`src/rtl/assert_macros.svh`:
```
// Assertion macros for the core, the RTL file that carries checks.
`ifndef ASSERT_MACROS_SVH
`define ASSERT_MACROS_SVH

// Same-cycle implication on clk, masked during reset.
`define ASSERT_NOW(lbl, ante, cons, msg) \
  lbl: assert property (@(posedge clk) disable iff (!rst_n) (ante) |-> (cons)) else $error(msg);

// Next-cycle implication on clk, masked during reset.
`define ASSERT_NEXT(lbl, ante, cons, msg) \
  lbl: assert property (@(posedge clk) disable iff (!rst_n) (ante) |=> (cons)) else $error(msg);

`endif

```
`src/rtl/mtr_pkg.sv`:
```
// Package: constants, types and helper functions of the MT19937 ranged source.
package mtr_pkg;

  localparam int unsigned MtN   = 624;
  localparam int unsigned MtM   = 397;
  localparam int unsigned IdxW  = 10;
  localparam int unsigned DivCntW = 6;

  localparam logic [31:0] MT_MATRIX    = 32'h9908b0df;
  localparam logic [31:0] MT_TEMPER_B  = 32'h9d2c5680;
  localparam logic [31:0] MT_TEMPER_C  = 32'hefc60000;
  localparam logic [31:0] MT_INIT_MULT = 32'd1812433253;
  localparam logic [31:0] SEED_RESET   = 32'd5489;

  // Command codes
  localparam logic [1:0] CMD_RAW32 = 2'd0;
  localparam logic [1:0] CMD_RAW64 = 2'd1;
  localparam logic [1:0] CMD_RANGE = 2'd2;
  localparam logic [1:0] CMD_COIN  = 2'd3;

  // Size codes
  localparam logic [1:0] SZ_8  = 2'd0;
  localparam logic [1:0] SZ_16 = 2'd1;
  localparam logic [1:0] SZ_32 = 2'd2;
  localparam logic [1:0] SZ_64 = 2'd3;

  // Register byte addresses
  localparam logic [2:0] REG_SEED = 3'd0;

  typedef enum logic [3:0] {
    ST_INIT_SEED,
    ST_INIT_MUL,
    ST_INIT_ADD,
    ST_IDLE,
    ST_CHECK,
    ST_DECIDE,
    ST_RD_K,
    ST_RD_K1,
    ST_RD_KM,
    ST_UPD,
    ST_DIV0,
    ST_DIV,
    ST_OUT
  } state_t;

  typedef enum logic [2:0] {
    RES_DRAW,
    RES_COIN,
    RES_BAD,
    RES_LO,
    RES_SUM
  } res_sel_t;

  typedef struct packed {
    logic     load_in;
    logic     chk;
    logic     dec;
    logic     fill_seed;
    logic     fill_mul;
    logic     fill_add;
    logic     rd_k;
    logic     rd_k1;
    logic     rd_km;
    logic     upd;
    logic     div_init;
    logic     div_step;
    logic     out_load;
    res_sel_t res_sel;
  } cmd_t;

  typedef struct packed {
    logic [1:0] cmd;
    logic [1:0] size;
    logic       bad;
    logic       eq;
    logic       full;
    logic       fill_last;
    logic       div_last;
  } stat_t;

  // Mask of the chosen width
  function automatic logic [63:0] size_mask(input logic [1:0] sz);
    logic [63:0] m;
    begin
      case (sz)
        SZ_8:    m = 64'h0000_0000_0000_00ff;
        SZ_16:   m = 64'h0000_0000_0000_ffff;
        SZ_32:   m = 64'h0000_0000_ffff_ffff;
        default: m = 64'hffff_ffff_ffff_ffff;
      endcase
      return m;
    end
  endfunction

  // Sign bit of the chosen width
  function automatic logic [63:0] size_msb(input logic [1:0] sz);
    logic [63:0] m;
    begin
      case (sz)
        SZ_8:    m = 64'h0000_0000_0000_0080;
        SZ_16:   m = 64'h0000_0000_0000_8000;
        SZ_32:   m = 64'h0000_0000_8000_0000;
        default: m = 64'h8000_0000_0000_0000;
      endcase
      return m;
    end
  endfunction

  // MT19937 output tempering
  function automatic logic [31:0] temper(input logic [31:0] x);
    logic [31:0] y;
    begin
      y = x ^ (x >> 11);
      y = y ^ ((y << 7) & MT_TEMPER_B);
      y = y ^ ((y << 15) & MT_TEMPER_C);
      y = y ^ (y >> 18);
      return y;
    end
  endfunction

endpackage

```
`src/rtl/mtr_ctrl.sv`:
```
// Controller: sequences store fill, word draws, modulo steps and the result beat.
module mtr_ctrl
  import mtr_pkg::*;
(
  input  logic  clk,
  input  logic  rst_n,
  input  logic  seed_wr,
  input  logic  in_valid,
  output logic  in_stall,
  output logic  out_valid,
  input  logic  out_stall,
  input  stat_t stat_i,
  output cmd_t  cmd_o
);

  state_t state_r, state_nxt;
  logic   need2_r, need2_nxt;
  logic   out_valid_r, out_valid_nxt;

  // State registers
  always_ff @(posedge clk) begin
    if (!rst_n) begin
      state_r     <= ST_INIT_SEED;
      need2_r     <= 1'b0;
      out_valid_r <= 1'b0;
    end else begin
      state_r     <= state_nxt;
      need2_r     <= need2_nxt;
      out_valid_r <= out_valid_nxt;
    end
  end

  // Next state and commands
  always_comb begin
    state_nxt     = state_r;
    need2_nxt     = need2_r;
    out_valid_nxt = out_valid_r & out_stall;
    cmd_o         = '0;
    cmd_o.res_sel = RES_DRAW;
    unique case (state_r)
      ST_INIT_SEED: begin
        cmd_o.fill_seed = 1'b1;
        state_nxt = ST_INIT_MUL;
      end
      ST_INIT_MUL: begin
        cmd_o.fill_mul = 1'b1;
        state_nxt = ST_INIT_ADD;
      end
      ST_INIT_ADD: begin
        cmd_o.fill_add = 1'b1;
        state_nxt = stat_i.fill_last ? ST_IDLE : ST_INIT_MUL;
      end
      ST_IDLE: begin
        if (in_valid) begin
          cmd_o.load_in = 1'b1;
          state_nxt = ST_CHECK;
        end
      end
      ST_CHECK: begin
        cmd_o.chk = 1'b1;
        state_nxt = ST_DECIDE;
      end
      ST_DECIDE: begin
        cmd_o.dec = 1'b1;
        if (stat_i.cmd != CMD_RANGE) begin
          need2_nxt = stat_i.cmd == CMD_RAW64;
          state_nxt = ST_RD_K;
        end else if (stat_i.bad || stat_i.eq) begin
          state_nxt = ST_OUT;
        end else begin
          need2_nxt = stat_i.full ? (stat_i.size == SZ_64) : stat_i.size[1];
          state_nxt = ST_RD_K;
        end
      end
      ST_RD_K: begin
        cmd_o.rd_k = 1'b1;
        state_nxt = ST_RD_K1;
      end
      ST_RD_K1: begin
        cmd_o.rd_k1 = 1'b1;
        state_nxt = ST_RD_KM;
      end
      ST_RD_KM: begin
        cmd_o.rd_km = 1'b1;
        state_nxt = ST_UPD;
      end
      ST_UPD: begin
        cmd_o.upd = 1'b1;
        if (need2_r) begin
          need2_nxt = 1'b0;
          state_nxt = ST_RD_K;
        end else if (stat_i.cmd == CMD_RANGE && !stat_i.full) begin
          state_nxt = ST_DIV0;
        end else begin
          state_nxt = ST_OUT;
        end
      end
      ST_DIV0: begin
        cmd_o.div_init = 1'b1;
        state_nxt = ST_DIV;
      end
      ST_DIV: begin
        cmd_o.div_step = 1'b1;
        if (stat_i.div_last) begin
          state_nxt = ST_OUT;
        end
      end
      ST_OUT: begin
        if (stat_i.cmd == CMD_COIN) begin
          cmd_o.res_sel = RES_COIN;
        end else if (stat_i.cmd != CMD_RANGE) begin
          cmd_o.res_sel = RES_DRAW;
        end else if (stat_i.bad) begin
          cmd_o.res_sel = RES_BAD;
        end else if (stat_i.eq) begin
          cmd_o.res_sel = RES_LO;
        end else if (stat_i.full) begin
          cmd_o.res_sel = RES_DRAW;
        end else begin
          cmd_o.res_sel = RES_SUM;
        end
        if (!out_valid_r || !out_stall) begin
          cmd_o.out_load = 1'b1;
          out_valid_nxt  = 1'b1;
          state_nxt      = ST_IDLE;
        end
      end
      default: state_nxt = ST_INIT_SEED;
    endcase
    // A seed write restarts the store fill
    if (seed_wr) begin
      state_nxt     = ST_INIT_SEED;
      cmd_o.load_in = 1'b0;
    end
  end

  // Hold off input beats while busy or while the seed is being rewritten
  assign in_stall  = (state_r != ST_IDLE) || seed_wr;
  assign out_valid = out_valid_r;

endmodule

```
`config.mk`:
```
export PLATFORM = sky130hd
export DESIGN_NAME = mtr_ctrl
export DESIGN_NICKNAME = d
export VERILOG_FILES = /design/src/rtl/assert_macros.svh /design/src/rtl/mtr_pkg.sv /design/src/rtl/mtr_ctrl.sv
export SDC_FILE = /design/constraint.sdc
export NUM_CORES = 1
export LEC_CHECK = 0
export ABC_AREA = 1
export BUFFER_PORTS_ARGS = -buffer_cell sky130_fd_sc_hd__buf_2
export CORE_MARGIN = 1.5
export CORE_UTILIZATION = 25
export DETAILED_ROUTE_END_ITERATION = 8
export PLACE_DENSITY = 0.52
export SLEW_MARGIN = 15
export SYNTH_ARGS = -nofsm -noshare
export SYNTH_HDL_FRONTEND = slang
export SYNTH_SLANG_ARGS = --single-unit
```
`constraint.sdc`:
```
create_clock -name clk -period 1.07 [get_ports clk]
set_input_delay 0.214 -clock clk [delete_from_list [all_inputs] [get_ports clk]]
set_output_delay 0.214 -clock clk [all_outputs]
set_load 0.05 [all_outputs]
```
Word-level counts from Yosys, hierarchy flattened:

Cells that the tools add are included.

* register bits after elaboration: 6
* bits of input ports: 14
* logic and storage cells: 75

* eq/ne operators: 22
* muxes and demuxes: 36
* bitwise operators: 2
* reduce and logical (&&, ||, !) cells: 12

Operators by type and width (number)
* 4-bit one-hot mux with 13 select lines: 1
* 4-bit two-way mux: 7
* 4-bit == test, second input constant: 5
* 1-bit two-way mux: 20
* 3-bit two-way mux: 6
* 4-bit by 3-bit == test with 1-bit output, second input constant: 4
* 4-bit by 2-bit == test with 1-bit output, second input constant: 2
* 2-bit inequality test, second input constant: 4
* 2-bit == test, second input constant: 3
* 4-bit by 1-bit == test with 1-bit output, second input constant: 1
* 4-bit logical NOT: 1
* 4-bit by 2-bit inequality test with 1-bit output, second input constant: 1
* 1-bit logical NOT: 3
* 1-bit logical OR: 3
* 3-bit inequality test, second input constant: 1
* 3-bit AND reduction: 1
* 2-bit by 1-bit == test with 1-bit output, second input constant: 1
* 2-bit two-way mux: 1
* 1-bit one-hot mux with 2 select lines: 1
* 2-bit AND reduction: 1
* 2-bit nonzero test: 1
* 2-bit OR reduction: 1
* 1-bit bitwise AND: 1
* 1-bit logical AND: 1
* 1-bit NOT: 1

Longest topological paths before layout:

Gate-level depths: netlist of the first run.

* depth in word-level cells: 6
* mapped depth: 9
* depth with buffers taken out: 9

Worst setup path after synthesis of the first run:

OpenSTA, ideal clock, no wires.

* path type: register to output
* start point: reg state_r[2]
* end point: out cmd_o[15] (netlist name)
* arrival: 1776 ps
* path slack: -920 ps
* stages on the path, launching flop included: 6
* buffers on the path: 0
* cell sequence: dfxtp_1 nor2_1 inv_1 nor2_1 nand2_1 nor2_1

RTL lines
* start: declaration: line mtr_ctrl.sv:16 `state_t state_r, state_nxt;`
* start signal: assignment: line mtr_ctrl.sv:27 `state_r <= state_nxt;`
* end: declaration: line mtr_ctrl.sv:13 `output cmd_t cmd_o`

==> results of run 1 <==
## through the flow
step	utilization (%)	total power, mW	hold WS, ns	cell area (sq um)	TNS (ns)
3_3_place_gp	51.8	0.401	0.480	1030	-3.54
4_1_cts	63.5	0.665	0.221	1260	-6.48
5_1_grt	66.9	0.713	0.242	1330	-8.10
6_report	66.9	0.674	0.218	1330	-6.96
2_1_floorplan	-	0.333	0.338	704	-2.68
3_5_place_dp	51.8	0.403	0.474	1030	-3.67
## kinds of logic (layout without fill, tap and decap cells)
| kind of cell | count (synthesis) | in the layout | synth area share, % |
|---|---|---|---|
| buffers and inverters | 21 | 79 | 14.8 |
| and+or+nand+nor | 66 | 66 | 50.1 |
| AOI/OAI and AO/OA | 13 | 13 | 12.5 |
| DFF | 6 | 6 | 22.6 |
## state kept, by name, indices dropped and copies added (netlist names)
register	cells
out_valid	1
state_r	4
need2_r	1
## worst paths after layout
kind / from / endpoint / slack [ns] / cells after the start
hold / removal: rst_n / out_valid / 0.22 / 3
setup / recovery: state_r[0] / cmd_o[2] / -0.40 / 4
setup reg to reg: state_r[3] / state_r[2] / -0.33 / 10
hold reg to reg: need2_r / need2_r / 0.56 / 4
## layout make-up
type | count | area, sq um
clock buffer | 4 | 26.3
fill | 159 | 656
inverter | 21 | 95.1
multi-input combinational | 79 | 552
sequential | 6 | 136
tap | 27 | 33.8
timing repair buffer | 54 | 483
## power groups by stage
stage / Clock, mW / Combinational (mW) / Sequential, mW
6_report: 0.242 / 0.202 / 0.230
5_1_grt: 0.261 / 0.221 / 0.230
4_1_cts: 0.246 / 0.191 / 0.229
3_5_place_dp: 0 / 0.165 / 0.237
3_3_place_gp: 0 / 0.164 / 0.237
2_1_floorplan: 0 / 0.0947 / 0.238
## timing repair
item                                   4_1_cts  5_1_grt
buffers inserted                             5        2
setup endpoints to repair                   23       22
endpoints found under the hold margin        0        0
pin swaps                                   15        6
gates resized for setup                     55       15
## cells in the mapped netlist
cell type / n / share of area [%]
sky130_fd_sc_hd__inv_2: 1 / 0.71
sky130_fd_sc_hd__nor2_2: 3 / 3.5
sky130_fd_sc_hd__dfxtp_1: 6 / 23
sky130_fd_sc_hd__nand2_2: 1 / 1.2
sky130_fd_sc_hd__nand2_1: 32 / 23
sky130_fd_sc_hd__nor2_1: 23 / 16
sky130_fd_sc_hd__o21ai_0: 3 / 2.8
sky130_fd_sc_hd__inv_1: 20 / 14
sky130_fd_sc_hd__nand3_1: 4 / 3.8
sky130_fd_sc_hd__nor3_1: 3 / 2.8
sky130_fd_sc_hd__a21oi_1: 9 / 8.5
sky130_fd_sc_hd__a31oi_1: 1 / 1.2
## worst register-to-register path, stage by stage (launching register included)
cell and delay, ns:
sky130_fd_sc_hd__dfxtp_4 0.36, sky130_fd_sc_hd__nor2_4 0.13, sky130_fd_sc_hd__inv_2 0.06, sky130_fd_sc_hd__nor2_4 0.12, sky130_fd_sc_hd__buf_4 0.13, sky130_fd_sc_hd__buf_6 0.08, sky130_fd_sc_hd__nand2_1 0.06, sky130_fd_sc_hd__nand2_2 0.09
sky130_fd_sc_hd__inv_2 0.05, sky130_fd_sc_hd__a21oi_1 0.14, sky130_fd_sc_hd__nor2_1 0.05
## routing by layer
metal | global-route usage (%) | routed length (um) | vias up
li1 | - | - | 441
met1 | 19.4 | 801 | 361
met2 | 28.8 | 1070 | 22
met3 | 0.920 | 54 | 4
met4 | 7.14 | 27 | 0
met5 | 0 | 0 | -
==> summary by stage, run 1 <==
Layout
The antenna diode instance count is 0. The final instance count without filler cells is 191. Relative to the synthesized area, the layout overhead comes to 149%.

The top cell types in the final layout, fill and taps aside, are sky130_fd_sc_hd__nand2_1, sky130_fd_sc_hd__buf_6, sky130_fd_sc_hd__buf_4, sky130_fd_sc_hd__nor2_4, sky130_fd_sc_hd__buf_2. The ratio of cells with drive above 1 in the final layout is 65.9%. The number of nets in the layout is 179. The library cell used most frequently in the layout, excluding fill and tap cells, is sky130_fd_sc_hd__nand2_1.

Synth
In this run, distinct cell masters in the synthesized netlist total 12. The sequential-to-total area share from yosys stat is 22.6%. The netlist area before placement is 532 sq um. The net count after synthesis is 120. The flip-flop and latch count after synthesis is 6.

In the synthesized netlist, the number of instances is 106. The average instance in the mapped netlist occupies 5.02 sq um. During synthesis, Yosys emitted a total of 0 warnings.

Timing
Clock skew on the completed layout was measured at 0.00827 ns. Setup violations remaining at the end of the flow were counted as 22. The highest clock frequency the design can meet is 0.680 GHz. The max-slew violation count came to 0. The fraction of the cycle the final worst path needs is 137%.

The worst slew margin relative to its limit is 84.7%. The shortest period the worst path allows is 1.47 ns. Setup repair after global routing could not meet its margin everywhere. The number of hold-slack violations in the final timing report is 0. At the pin with the least slew margin, the transition time is 0.230 ns.

The post-route worst setup slack is -0.401 ns.

Detailed routing
The count of antenna-violating nets left after detailed routing is 0. The average wire length per cell after detail routing is 10.2 um. The iteration-0 DRC count of the detailed router is 9. The per-cell via count in the routed design is 4.34. The routed design has 1.95 mm of wire. The number of remaining DRC errors is 0. Detailed routing inserted a total of 828 vias. The length of the first detailed-routing pass in iterations is 4.

Global routing
The number of antenna violations at the first check in global routing is 0. The leftover overflow at the end of global routing is 0. The wire length of the first global-routing pass is 2.97 mm. In the global route stage, overall resource usage came out at 16.0%. Entering global routing, the biggest net connects 7 pins. The number of global-route vias before repair is 729.

Critical path
The count of buffering cells on the critical path with inverters included is 1. The slowest library cell on the worst path is sky130_fd_sc_hd__dfxtp_4. For the worst setup path, the data arrival time is 1.26 ns. The cell type group with the largest total delay on the critical path is simple AND/OR/NAND/NOR gates. The nature of the critical path endpoint is a primary output. The required time of the critical path is 0.86 ns.

Of all nets on the critical path, the largest fanout is 6. The critical path startpoint category is a flip-flop. The classification of the worst setup path is flip-flop to primary output. The biggest cell delay along the critical path is 0.38 ns. Traced cell by cell, the critical path runs through nor2_4, nand2_8, nor3_4, buf_6.

Pwr
The static leakage is 0.645 nW. For this design the total switching power over the nets is 223 uW. Per report_power, the sequential group accounts for 34.1% of the total.

Across the VDD grid, the largest voltage drop is 0.387 mV. Combinational logic burns 29.9% of the power. The internal power is 450 uW. In this run, the clock network consumes 35.9% of the power. Net switching is 33.2% of the power. Dividing total power by cell area gives a power density of 508 nW/um^2.

Clocking
Clock tree synthesis found a total of 6 sinks. The clock buffer count from CTS is 3. The tree is rooted in a sky130_fd_sc_hd__clkbuf_4. In this run the number of H-tree levels came out at 1. After clock tree synthesis, the clock-pin slew on the worst setup and hold paths is 0.06 ns. The buffer depth of the longest clock path is 2. The later-pin clock latency in the skew report is 0.26 ns. The number of hold buffers added after cts is 0. TritonCTS built the clock tree.

Die
The floorplan core area is 1980 sq um. The floorplan has 16 rows. The floorplan step defined a die boundary enclosing 2410 sq um. Once the floorplan was initialized, standard cells occupied 26.8% of the core. 32 I/O pins were placed. The die extent in x is 49.1 um. The chip height is 49.1 um.

Run status
The run finished, with violations left. The checks that failed: negative setup slack.

Placement
Before CTS, the worst setup slack after placement is -0.263 ns. After detailed placement, the design holds a cell count of 180. Once detailed placement completed, the half-perimeter wirelength came to 1.42 mm. The final weighted congestion in routability-driven placement is 0.805. The count of buffers inserted at the top-level ports is 31.

Hold path
The worst hold path belongs to the class input pin to flip-flop.

Job
The total of max-cap violations is 0.
No activity file was read; power rests on OpenSTA's default activity.
==> inputs of run 2 (changes only) <==
- CELL_PAD_IN_SITES_DETAIL_PLACEMENT: not set -> 1
- CELL_PAD_IN_SITES_GLOBAL_PLACEMENT: not set -> 1
- CORE_UTILIZATION: 25 -> 22
- GPL_ROUTABILITY_DRIVEN: not set -> 0
- PLACE_DENSITY: 0.52 -> not set
- PLACE_DENSITY_LB_ADDON: not set -> 0.15
==> run 2 against run 1 <==
Compared with the run above:
- the run still ends with negative setup slack left
- total power grew 1.4%
- first-iteration DRC count rose by 78%
- cell count up 3.7%
- clock skew fell by 0.0024 ns
- routed wire length increased by 74%
- via count grew 14%
==> summary by stage, run 2 (synthesized netlist as in run 1, its figures left out) <==
Timing
The maximum clock skew at final layout is 0.00588 ns (-0.00239 ns). The setup TNS after final layout is -8.07 ns (-1.11 ns). The fraction of the cycle the final worst path needs is 140% (+2.7 points). The total of endpoints with negative setup slack in the final report is 23 (+4.5%). The number of hold-slack violations in the final timing report came to 0 (unchanged). The worst-case hold slack is 0.243 ns (+0.0247 ns).

The highest clock frequency the design can meet is 0.667 GHz (-1.9%). The slew of the pin with the lowest slew margin is 0.323 ns (+0.0930 ns). The post-route worst setup slack came to -0.430 ns (-0.0289 ns). Setup repair after global routing could not meet its margin everywhere. The max-slew violation count was 0 (unchanged). The shortest period the worst path allows came to 1.50 ns (+0.0289 ns). The worst slew margin relative to its limit is 78.5% (-6.2 points).

Critical path
Among all stages on the critical path, the largest delay is contributed by sky130_fd_sc_hd__dfxtp_4. The highest fanout seen on the critical path is 5 (-1). The biggest cell delay along the critical path is 0.38 ns (about the same). The cell type group with the largest total delay on the critical path is flip-flops. The critical path startpoint category is a flip-flop.

The nature of the critical path endpoint is a primary output. The count of buffering cells on the critical path with inverters included is 3 (+2). By startpoint and endpoint, the worst setup path is classified as flip-flop to primary output.

The worst endpoint data arrival time is 1.29 ns (+0.03 ns). The critical path goes through inv_2, nor2_1, nand2_2, clkinvlp_4, buf_6. The required time of the critical path is 0.86 ns (about the same).

Layout
The cell area after layout is 1460 sq um (+10%). The ratio of cells with drive above 1 in the final layout is 74.1% (+8.3 points). The commonest non-fill, non-tap cell in the layout is sky130_fd_sc_hd__buf_4. The flip-flop count of the largest register, all copies and words added is 4 (unchanged). The final core area utilization was 64.8% (-2.2 points).

The multi-input logic area is 619 sq um (+12%). The area growth from synthesis to layout is 175%. The combined flip-flop and latch cell area was 136 sq um (unchanged). The number of nets in the layout was 186 (+3.9%). The register bank with the most flops is state_r. The final instance count without filler cells is 198 (+3.7%). The count of filler cells inserted in the layout is 276 (+74%). In the layout the commonest cells are sky130_fd_sc_hd__buf_4, sky130_fd_sc_hd__nand2_1, sky130_fd_sc_hd__buf_6, sky130_fd_sc_hd__nor2_4, sky130_fd_sc_hd__buf_2. The antenna diode instance count came to 0 (unchanged).

Detailed routing
The length of the first detailed-routing pass in iterations is 4 (unchanged). The total length of routed wires is 3.40 mm (+74%). The number of remaining DRC errors is 0 (unchanged). The average wire length per cell after detail routing was 17.2 um (+68%). The count of antenna-violating nets left after detailed routing is 0 (unchanged). The per-cell via count in the routed design is 4.76 (+9.7%). The number of vias after detailed routing was 942 (+14%). The iteration-0 DRC count of the detailed router was 16 (+7).

Die
The floorplan die area is 2720 sq um (+13%). The number of I/O pins is 32 (unchanged). The die extent in x is 52.2 um (+6.2%).

The number of placement rows is 17 (+1). The chip height is 52.2 um (+6.2%). The floorplan core area came to 2250 sq um (+14%).

The starting density of the core came to 23.6% (-3.2 points).

Placement
The cell count after placement is 183 (+1.7%). The sum of net half-perimeters after detailed placement is 1.72 mm (+21%). The placed instance area is 1030 sq um (+0.37%). The count of buffers inserted at the top-level ports is 31 (unchanged). The worst-case setup slack after placement is -0.261 ns (+0.00174 ns).

Global routing
The wire length of the first global-routing pass came to 4.24 mm (+43%). The number of global-route vias before repair is 965 (+32%). The number of antenna violations at the first check in global routing was 0 (unchanged). The total routing usage reported by global routing was 21.1% (+5.0 points).

The maximum number of pins on one net before global-route repair is 7 (unchanged). The leftover overflow at the end of global routing is 0 (unchanged).

Clocking
The total number of clock tree sinks is 6 (unchanged). The CTS clock-pin slew for the worst setup and hold paths came to 0.05 ns (about the same). The later-pin clock latency in the skew report is 0.25 ns (about the same). TritonCTS built the clock tree. The cell chosen for the clock root is sky130_fd_sc_hd__clkbuf_4. The clock buffer count from CTS is 3 (unchanged). The buffer depth of the longest clock path is 2 (unchanged). The number of hold buffers added after cts came to 0 (unchanged). The count of H-tree levels built during CTS is 1 (unchanged).

Pwr
The power per standard cell area came to 468 nW/um^2 (-7.9%). The post-layout total power is 683 uW (+1.4%). The static leakage is 0.713 nW (+10%). The worst vdd rail ir drop was 0.468 mV (+21%).

Run status
The flow ran to the end, but the final reports show violations. The final reports fail on negative setup slack.

Hold path
The kind of path behind the tightest hold check is input pin to flip-flop.

Job
The total of max-cap violations is 0 (unchanged).
## run 2: cell count changes in the layout (fill, tap and decap cells not counted), sizes merged
cell / before / now
clkbuf: 4 / 3
buf: 54 / 61
## run 2: tightest hold or removal path, cell delays in order
cell                      delay [ns]
sky130_fd_sc_hd__buf_2          0.10
sky130_fd_sc_hd__inv_1          0.09
sky130_fd_sc_hd__a21oi_2        0.04
## run 2: path summary, 6_finish.rpt
check | from | end | slack, ns | depth (start not counted)
min | rst_n | out_valid | 0.24 | 3
min reg2reg | state_r[2] | state_r[0] | 0.66 | 3
max reg2reg | state_r[3] | state_r[1] | -0.40 | 11
max | state_r[2] | cmd_o[9] | -0.43 | 5
## run 2: repair_timing
action                                 CTS  global route
endpoints found under the hold margin    0             0
buffers inserted                         7             6
resized for setup                       65            32
pin swaps                               17            17
setup endpoints to repair               23            23
## run 2: area by class of cell
class	count	area share, %
multi-input cells	79	42.4
flip-flops and latches	6	9.34
well taps	28	2.40
repair buffers	61	37.6
inverters	21	6.68
clock buffers	3	1.54
## run 2: per-layer routing
layer | routed length [um] | global-route usage, %
met5 | 0 | 0
met4 | 56 | 7.26
met3 | 100 | 1.72
met2 | 1940 | 41.6
met1 | 1300 | 23.1
## run 2: where the power goes
group	internal [mW]	switching (mW)
clock network	0.128	0.0961
registers	0.220	0.0132
logic	0.0934	0.132
